--- src/hdl/pidq_pkg.sv ---
`timescale 1ns / 1ps

package pidq_pkg;

	// Fixed field widths of the stream payload.
	localparam int ACT_W   = 16;
	localparam int WORD_W  = 32;
	localparam int COEF_W  = 16;
	localparam int ACC_W   = 48;
	localparam int S_DATA_W = ACT_W + WORD_W + 2 * COEF_W;

	// Commands from the controller to the datapath.
	typedef struct packed {
		logic load;      // capture an input beat
		logic weight_en; // form code*scale + bias
		logic prod_en;   // form activation * weight
		logic acc_en;    // add into the accumulator, emit on the last element
	} pidq_cmd_t;

	// Status from the datapath to the controller.
	typedef struct packed {
		logic last; // the captured element closes the dot product
	} pidq_status_t;

endpackage

--- src/hdl/pidq_datapath.sv ---
`timescale 1ns / 1ps

module pidq_datapath #(
	parameter int CODE_BITS = 4
) (
	input  logic                              clk,
	input  logic                              arst_n,
	input  pidq_pkg::pidq_cmd_t               cmd,
	input  logic signed [pidq_pkg::ACT_W-1:0]  activation,
	input  logic [pidq_pkg::WORD_W-1:0]        packed_word,
	input  logic signed [pidq_pkg::COEF_W-1:0] group_scale,
	input  logic signed [pidq_pkg::COEF_W-1:0] group_bias,
	input  logic                              last_element,
	output pidq_pkg::pidq_status_t             status,
	output logic signed [pidq_pkg::ACC_W-1:0]  dot_sum,
	output logic                              overflowed
);

	import pidq_pkg::*;

	localparam int CODES    = WORD_W / CODE_BITS;
	localparam int POS_W    = $clog2(CODES);
	localparam int SHIFT_W  = $clog2(WORD_W);
	localparam int WEIGHT_W = CODE_BITS + COEF_W + 1;
	localparam int PROD_W   = ACT_W + WEIGHT_W;

	localparam logic [POS_W-1:0] POS_LAST = POS_W'(CODES - 1);
	localparam logic signed [ACC_W-1:0] ACC_MAX = {1'b0, {(ACC_W-1){1'b1}}};
	localparam logic signed [ACC_W-1:0] ACC_MIN = {1'b1, {(ACC_W-1){1'b0}}};

	// Captured input beat.
	logic signed [ACT_W-1:0]  act_q;
	logic [WORD_W-1:0]        word_q;
	logic signed [COEF_W-1:0] scale_q;
	logic signed [COEF_W-1:0] bias_q;
	logic                     last_q;

	// Dot product state.
	logic signed [ACC_W-1:0] acc_q;
	logic [POS_W-1:0]        pos_q;
	logic                    sat_q;

	// Intermediate stage registers.
	logic signed [WEIGHT_W-1:0] weight_s1;
	logic signed [PROD_W-1:0]   prod_s2;

	logic [SHIFT_W-1:0]         shift_amt;
	logic [WORD_W-1:0]          word_shifted;
	logic [CODE_BITS-1:0]       code;
	logic signed [WEIGHT_W-1:0] code_ext;
	logic signed [WEIGHT_W-1:0] scale_ext;
	logic signed [WEIGHT_W-1:0] bias_ext;
	logic signed [PROD_W-1:0]   act_ext;
	logic signed [PROD_W-1:0]   weight_ext;
	logic signed [ACC_W:0]      sum_wide;
	logic                       sum_ovf;
	logic signed [ACC_W-1:0]    sum_sat;

	// Code selection at the current position.
	always_comb begin
		shift_amt    = SHIFT_W'(pos_q * CODE_BITS);
		word_shifted = word_q >> shift_amt;
		code         = word_shifted[CODE_BITS-1:0];
		code_ext     = {{(WEIGHT_W-CODE_BITS){1'b0}}, code};
		scale_ext    = {{(WEIGHT_W-COEF_W){scale_q[COEF_W-1]}}, scale_q};
		bias_ext     = {{(WEIGHT_W-COEF_W){bias_q[COEF_W-1]}}, bias_q};
		act_ext      = {{(PROD_W-ACT_W){act_q[ACT_W-1]}}, act_q};
		weight_ext   = {{(PROD_W-WEIGHT_W){weight_s1[WEIGHT_W-1]}}, weight_s1};
	end

	// Saturating accumulate: one guard bit catches leaving the 48-bit range.
	always_comb begin
		sum_wide = {acc_q[ACC_W-1], acc_q} + {{(ACC_W+1-PROD_W){prod_s2[PROD_W-1]}}, prod_s2};
		sum_ovf  = sum_wide[ACC_W] != sum_wide[ACC_W-1];
		if (!sum_ovf) begin
			sum_sat = sum_wide[ACC_W-1:0];
		end else if (sum_wide[ACC_W]) begin
			sum_sat = ACC_MIN;
		end else begin
			sum_sat = ACC_MAX;
		end
	end

	// Input capture and arithmetic stages.
	always_ff @(posedge clk) begin
		if (cmd.load) begin
			act_q   <= activation;
			word_q  <= packed_word;
			scale_q <= group_scale;
			bias_q  <= group_bias;
			last_q  <= last_element;
		end
		if (cmd.weight_en) begin
			weight_s1 <= code_ext * scale_ext + bias_ext;
		end
		if (cmd.prod_en) begin
			prod_s2 <= act_ext * weight_ext;
		end
		if (cmd.acc_en && last_q) begin
			dot_sum    <= sum_sat;
			overflowed <= sat_q | sum_ovf;
		end
	end

	// Accumulator, code position and saturation flag; cleared after the last element.
	always_ff @(posedge clk or negedge arst_n) begin
		if (!arst_n) begin
			acc_q <= '0;
			pos_q <= '0;
			sat_q <= 1'b0;
		end else if (cmd.acc_en) begin
			if (last_q) begin
				acc_q <= '0;
				pos_q <= '0;
				sat_q <= 1'b0;
			end else begin
				acc_q <= sum_sat;
				pos_q <= (pos_q == POS_LAST) ? '0 : pos_q + 1'b1;
				sat_q <= sat_q | sum_ovf;
			end
		end
	end

	assign status.last = last_q;

endmodule

--- src/hdl/pidq_controller.sv ---
`timescale 1ns / 1ps

module pidq_controller (
	input  logic                   clk,
	input  logic                   arst_n,
	input  logic                   s_tvalid,
	output logic                   s_tready,
	output logic                   m_tvalid,
	input  logic                   m_tready,
	input  pidq_pkg::pidq_status_t status,
	output pidq_pkg::pidq_cmd_t    cmd
);

	import pidq_pkg::*;

	typedef enum logic [1:0] {
		ST_IDLE,
		ST_WEIGHT,
		ST_PROD,
		ST_ACC
	} state_t;

	state_t state_q;
	logic   acc_go;

	// The accumulate step may emit only when the output register is free.
	assign acc_go   = (state_q == ST_ACC) && (!status.last || !m_tvalid || m_tready);
	assign s_tready = (state_q == ST_IDLE);

	always_comb begin
		cmd.load      = s_tvalid && s_tready;
		cmd.weight_en = (state_q == ST_WEIGHT);
		cmd.prod_en   = (state_q == ST_PROD);
		cmd.acc_en    = acc_go;
	end

	// Sequencer and output beat valid.
	always_ff @(posedge clk or negedge arst_n) begin
		if (!arst_n) begin
			state_q  <= ST_IDLE;
			m_tvalid <= 1'b0;
		end else begin
			// A new sum raises valid; otherwise valid holds until the beat is taken.
			m_tvalid <= (acc_go && status.last) || (m_tvalid && !m_tready);
			case (state_q)
				ST_IDLE: begin
					if (s_tvalid) begin
						state_q <= ST_WEIGHT;
					end
				end
				ST_WEIGHT: begin
					state_q <= ST_PROD;
				end
				ST_PROD: begin
					state_q <= ST_ACC;
				end
				ST_ACC: begin
					if (acc_go) begin
						state_q <= ST_IDLE;
					end
				end
				default: begin
					state_q <= ST_IDLE;
				end
			endcase
		end
	end

endmodule

--- src/hdl/packed_int4_dequant_dot_product_core.sv ---
`timescale 1ns / 1ps

// Dequantizing dot product over packed low-bit weight codes. Each input beat carries one
// Q8.8 activation, the 32-bit word holding the current weight code, that code's Q8.8 group
// scale and bias, and tlast on the final element. The code is picked from the word by an
// internal position counter that wraps after 32/CODE_BITS codes, dequantized as
// code*scale + bias at full precision, multiplied by the activation and added into a 48-bit
// Q.16 accumulator that clamps on overflow. On the tlast beat one output beat is produced with
// the sum in tdata and the saturation flag in tuser, and the accumulator, position and flag
// clear. The caller must feed the right group scale and bias for each element. An element
// passes four steps: capture, weight multiply, activation multiply and accumulate run one after
// another through a single sequencer, so a new beat is taken only after accumulate. A finished
// sum waits in the output register while the next element is taken; the accumulate step of a
// following tlast beat holds until that register has been read.
module packed_int4_dequant_dot_product_core #(
	parameter int CODE_BITS = 4
) (
	input  logic        clk,
	input  logic        arst_n,
	input  logic        s_tvalid,
	output logic        s_tready,
	// activation[15:0], packed_word[47:16], group_scale[63:48], group_bias[79:64]
	input  logic [79:0] s_tdata,
	input  logic        s_tlast,
	output logic        m_tvalid,
	input  logic        m_tready,
	// dot_sum[47:0]
	output logic [47:0] m_tdata,
	// overflowed[0]
	output logic [0:0]  m_tuser
);

	import pidq_pkg::*;

	pidq_cmd_t    cmd;
	pidq_status_t status;

	logic signed [ACC_W-1:0] dot_sum;
	logic                    overflowed;

	pidq_controller u_ctrl (
		.clk      (clk),
		.arst_n   (arst_n),
		.s_tvalid (s_tvalid),
		.s_tready (s_tready),
		.m_tvalid (m_tvalid),
		.m_tready (m_tready),
		.status   (status),
		.cmd      (cmd)
	);

	pidq_datapath #(
		.CODE_BITS (CODE_BITS)
	) u_dp (
		.clk          (clk),
		.arst_n       (arst_n),
		.cmd          (cmd),
		.activation   (s_tdata[ACT_W-1:0]),
		.packed_word  (s_tdata[ACT_W+WORD_W-1:ACT_W]),
		.group_scale  (s_tdata[ACT_W+WORD_W+COEF_W-1:ACT_W+WORD_W]),
		.group_bias   (s_tdata[S_DATA_W-1:ACT_W+WORD_W+COEF_W]),
		.last_element (s_tlast),
		.status       (status),
		.dot_sum      (dot_sum),
		.overflowed   (overflowed)
	);

	assign m_tdata    = dot_sum;
	assign m_tuser[0] = overflowed;

endmodule
--- config.mk ---
export PLATFORM = sky130hd
export DESIGN_NAME = packed_int4_dequant_dot_product_core
export DESIGN_NICKNAME = d
export VERILOG_FILES = /design/src/hdl/pidq_pkg.sv /design/src/hdl/pidq_datapath.sv /design/src/hdl/pidq_controller.sv /design/src/hdl/packed_int4_dequant_dot_product_core.sv
export SDC_FILE = /design/constraint.sdc
export NUM_CORES = 1
export LEC_CHECK = 0
export ABC_AREA = 0
export BUFFER_PORTS_ARGS = -buffer_cell sky130_fd_sc_hd__buf_2
export CORE_ASPECT_RATIO = 0.9
export CORE_MARGIN = 3
export CORE_UTILIZATION = 55
export DETAILED_ROUTE_END_ITERATION = 10
export GPL_TIMING_DRIVEN = 0
export PLACE_DENSITY_LB_ADDON = 0.12
export SLEW_MARGIN = 5
export SYNTH_ARGS = -nofsm -noshare
export SYNTH_HDL_FRONTEND = slang
export SYNTH_SLANG_ARGS = --single-unit
--- constraint.sdc ---
create_clock -name clk -period 8.9 [get_ports clk]
set_input_delay 1.78 -clock clk [delete_from_list [all_inputs] [get_ports clk]]
set_output_delay 1.78 -clock clk [all_outputs]
set_load 0.1 [all_outputs]
==> flow_metrics.env <==
export IMPL_yosysWarnings=0
export IMPL_tns_ns=0
export IMPL_num_rows=75
export IMPL_critPathCaptureType="flip-flop"
export IMPL_gr_total_overflow=0
export IMPL_ioPinCount=136
export IMPL_synth_nets=3239
export IMPL_max_stage_delay_ns=0.73
export IMPL_place_inst=3338
export IMPL_r2r_end="u_dp.prod_s2[36]$_DFFE_PP_"
export IMPL_drc=0
export IMPL_die_w_um=236
export IMPL_syn_area_sq_um=26200
export IMPL_cp_arrival_ns=8.51
export IMPL_dieArea_sq_um=50200
export IMPL_synth_edf_count=188
export IMPL_clock_path_buffers=3
export IMPL_clock_sinks=243
export IMPL_critPathBufInv=6
export IMPL_ys_ff_latch=243
export IMPL_grt_pass1_vias=19616
export IMPL_cap_viol_max_count=0
export IMPL_worstSkewPairLatency_ns=0.58
export IMPL_critPathMaxFanout=10
export IMPL_rsz0062_at_grt="no"
export IMPL_routed_via_density=5.51
export IMPL_holdCritPathClass="flip-flop to flip-flop"
export IMPL_cts_resized=0
export IMPL_grt_max_degree=63
export IMPL_grt_pass1_wl_um=108000
export IMPL_totalWireLength_um=68400
export IMPL_whs_path_depth=2
export IMPL_dpl_hpwl_um=55800
export IMPL_holdPathEnd="u_dp.acc_q[21]$_DFFE_PN0P_"
export IMPL_dr_first_iter_drc_count=1203
export IMPL_cts_tree="built"
export IMPL_synthDistinctLibCells=71
export IMPL_postRouteAntennaNets=0
export IMPL_worst_slew_pin_transition_ns=0.972
export IMPL_antenna_found_initial=1
export IMPL_area_growth_syn_to_layout_pct=9.92
export IMPL_finClkSkew_ns=0.0152
export IMPL_yosys_most_used_dff="edfxtp_1"
export IMPL_cts_buffers=30
export IMPL_layout_common_cells="inv_1 (482), fa_1 (382), nand2_1 (304), edfxtp_1 (188), ha_1 (186)"
export IMPL_final_layout_size_suffix_gt1_frac=0.0875
export IMPL_cp_cell_sequence="clkbuf_1 -> nand2_1 -> fa_1 -> inv_1 -> fa_1 -> inv_1 -> fa_1 -> inv_1 -> fa_1 -> fa_1 -> inv_1 -> fa_1 -> inv_1 -> ha_1 -> nand4_1 -> or3_1 -> o2bb2ai_1 -> a2111o_1 -> nand2_1 -> o311ai_0 -> a21oi_1 -> xnor2_1"
export IMPL_start_kind="flip-flop"
export IMPL_crit_family="adder cells"
export IMPL_clock_root_buffer="clkbuf_16"
export IMPL_reg2reg_slack_ns=0.68
export IMPL_die_y_um=213
export IMPL_layout_commonest_cell="inv_1"
export IMPL_portBuffers=135
export IMPL_syn_area_per_cell_sq_um=10.1
export IMPL_nets=3408
export IMPL_htree_levels=1
export IMPL_layoutNonFillerInstCount=3396
export IMPL_finalSetupViolations=0
export IMPL_r2r_cells=22
export IMPL_netlist_instances=2585
export IMPL_cts_hold_buf=0
export IMPL_first_pass_iters=5
export IMPL_core_sq_um=46800
export IMPL_grt_total_usage=0.278
export IMPL_r2r_start="u_dp.weight_s1[13]$_DFFE_PN_"
export IMPL_fill_cells=3997
export IMPL_relSlewSlack=0.334
export IMPL_postCtsSetupBuffers=0
export IMPL_min_period_over_period=0.924
export IMPL_period_needed_ns=8.22
export IMPL_hold_path_startpoint="u_dp.acc_q[21]$_DFFE_PN0P_"
export IMPL_slowest_stage="clkbuf_1"
export IMPL_critPathKind="flip-flop to flip-flop"
export IMPL_wire_per_inst_um=20.1
export IMPL_synthArstFlopShare=0.226
export IMPL_status="completed"
export IMPL_hold_violations=0
export IMPL_crit_path_frequent_cell="fa_1"
export IMPL_clk_pin_slew_ns=0.07
export IMPL_gp_congestion=0.922
export IMPL_finalMaxSlewViolations=0
export IMPL_critPathRequiredTime_ns=9.19
export IMPL_start_util=0.559
export IMPL_fmax_ghz=0.122
export IMPL_vias=18723
export IMPL_ys_seq_area_frac=0.268
[sequential cells by signal, indices dropped and copies added, names as in the netlist]
register / cells
u_ctrl.m_tvalid: 1
u_ctrl.state_q: 2
u_dp.acc_q: 48
u_dp.act_q: 16
u_dp.bias_q: 16
u_dp.dot_sum: 48
u_dp.overflowed: 1
u_dp.pos_q: 3
u_dp.prod_s2: 37
u_dp.sat_q: 1
u_dp.scale_q: 16
u_dp.status: 1
u_dp.weight_s1: 21
u_dp.word_q: 32
[metal layers]
metal	routed length [um]	GRT usage	up-vias
li1	-	-	8572
met1	29900	0.391	9464
met2	32700	0.464	564
met3	3710	0.0310	123
met4	2070	0.0774	0
met5	0	0	-
[worst reg2reg max path: stages, from the launching register on]
cell and delay [ns]:
edfxtp_1 0.57, clkbuf_1 0.73, nand2_1 0.19, fa_1 0.60, inv_1 0.06, fa_1 0.52, inv_1 0.05, fa_1 0.51
inv_1 0.06, fa_1 0.46, fa_1 0.51, inv_1 0.05, fa_1 0.50, inv_1 0.05, ha_1 0.38, nand4_1 0.21
or3_1 0.41, o2bb2ai_1 0.48, a2111o_1 0.28, nand2_1 0.12, o311ai_0 0.53, a21oi_1 0.16, xnor2_1 0.51
[through the flow]
step	setup slack, ns	hold WS (ns)	area, sq um	utilization
floorplan	2.71	0.454	26200	-
CTS	0.918	0.494	28800	0.614
detailed placement	0.949	0.480	27700	0.591
finish	0.680	0.495	28800	0.614
global route	0.551	0.520	28800	0.614
global placement	0.928	0.465	27600	0.590
[kinds of logic (layout without fill, tap and decap cells)]
logic type	count (synthesis)	count (layout)	synth area share
DFF	243	243	0.268
and+or+nand+nor	710	710	0.129
buffers and inverters	581	774	0.0846
AOI/OAI and AO/OA	358	358	0.0890
muxes	14	14	0.00971
other	0	2	0
xor gates and xnor gates	104	104	0.0348
adders and majority gates	575	575	0.384
[final cells by class]
cell class	count	area, sq um	share of cell area
well taps	616	771	0.0268
plain buffers	98	402	0.0140
repair buffers	137	726	0.0252
clock inverters	19	241	0.00840
multi-input cells	1761	16900	0.589
flip-flops and latches	243	7020	0.244
inverters	483	1810	0.0630
diodes	2	5.00	0.000174
clock buffers	37	840	0.0292
[synthesized netlist by cell type, types with 3 or more instances]
cell type,number,area (sq um)
o21ai_1,17,85.1
a211oi_1,8,60.1
buf_1,4,15.0
nand3_1,19,95.1
nor4_1,4,25.0
buf_4,3,22.5
o21a_1,15,113
maj3_1,6,60.1
xnor2_1,79,692
and2_1,129,807
nand2b_1,19,119
and3_1,10,62.6
a21oi_1,98,490
or3_1,3,18.8
o21ai_0,70,350
o31ai_1,5,37.5
nor2b_1,68,425
o21bai_1,22,165
inv_1,482,1810
a31oi_1,8,50.1
edfxtp_1,188,5650
clkbuf_1,78,293
dfrtp_1,55,1380
a221o_1,5,50.1
buf_2,10,50.1
ha_1,187,2340
nor2_1,103,387
mux2i_1,4,40.0
mux4_2,8,180
xor2_1,25,219
o211ai_1,27,203
nor3_1,16,80.1
nand4_1,19,119
or2_2,9,56.3
a21o_1,50,375
fa_1,382,7650
nand2_1,304,1140
[worst max path at each step]
stage                                            start                    endpoint  slack (ns)  cells past startpoint
after global routing      u_dp.weight_s1[13]$_DFFE_PN_  u_dp.prod_s2[36]$_DFFE_PP_        0.55                     22
after CTS                 u_dp.weight_s1[13]$_DFFE_PN_  u_dp.prod_s2[36]$_DFFE_PP_        0.92                     22
after floorplan           u_dp.weight_s1[20]$_DFFE_PN_  u_dp.prod_s2[36]$_DFFE_PP_        2.71                     25
after detailed placement  u_dp.weight_s1[13]$_DFFE_PN_  u_dp.prod_s2[36]$_DFFE_PP_        0.95                     22
final                     u_dp.weight_s1[13]$_DFFE_PN_  u_dp.prod_s2[36]$_DFFE_PP_        0.68                     22
after global placement    u_dp.weight_s1[13]$_DFFE_PN_  u_dp.prod_s2[36]$_DFFE_PP_        0.93                     22
Power is not shown: default switching activity piles up to over one toggle a cycle in this logic, so the estimate is an artifact.
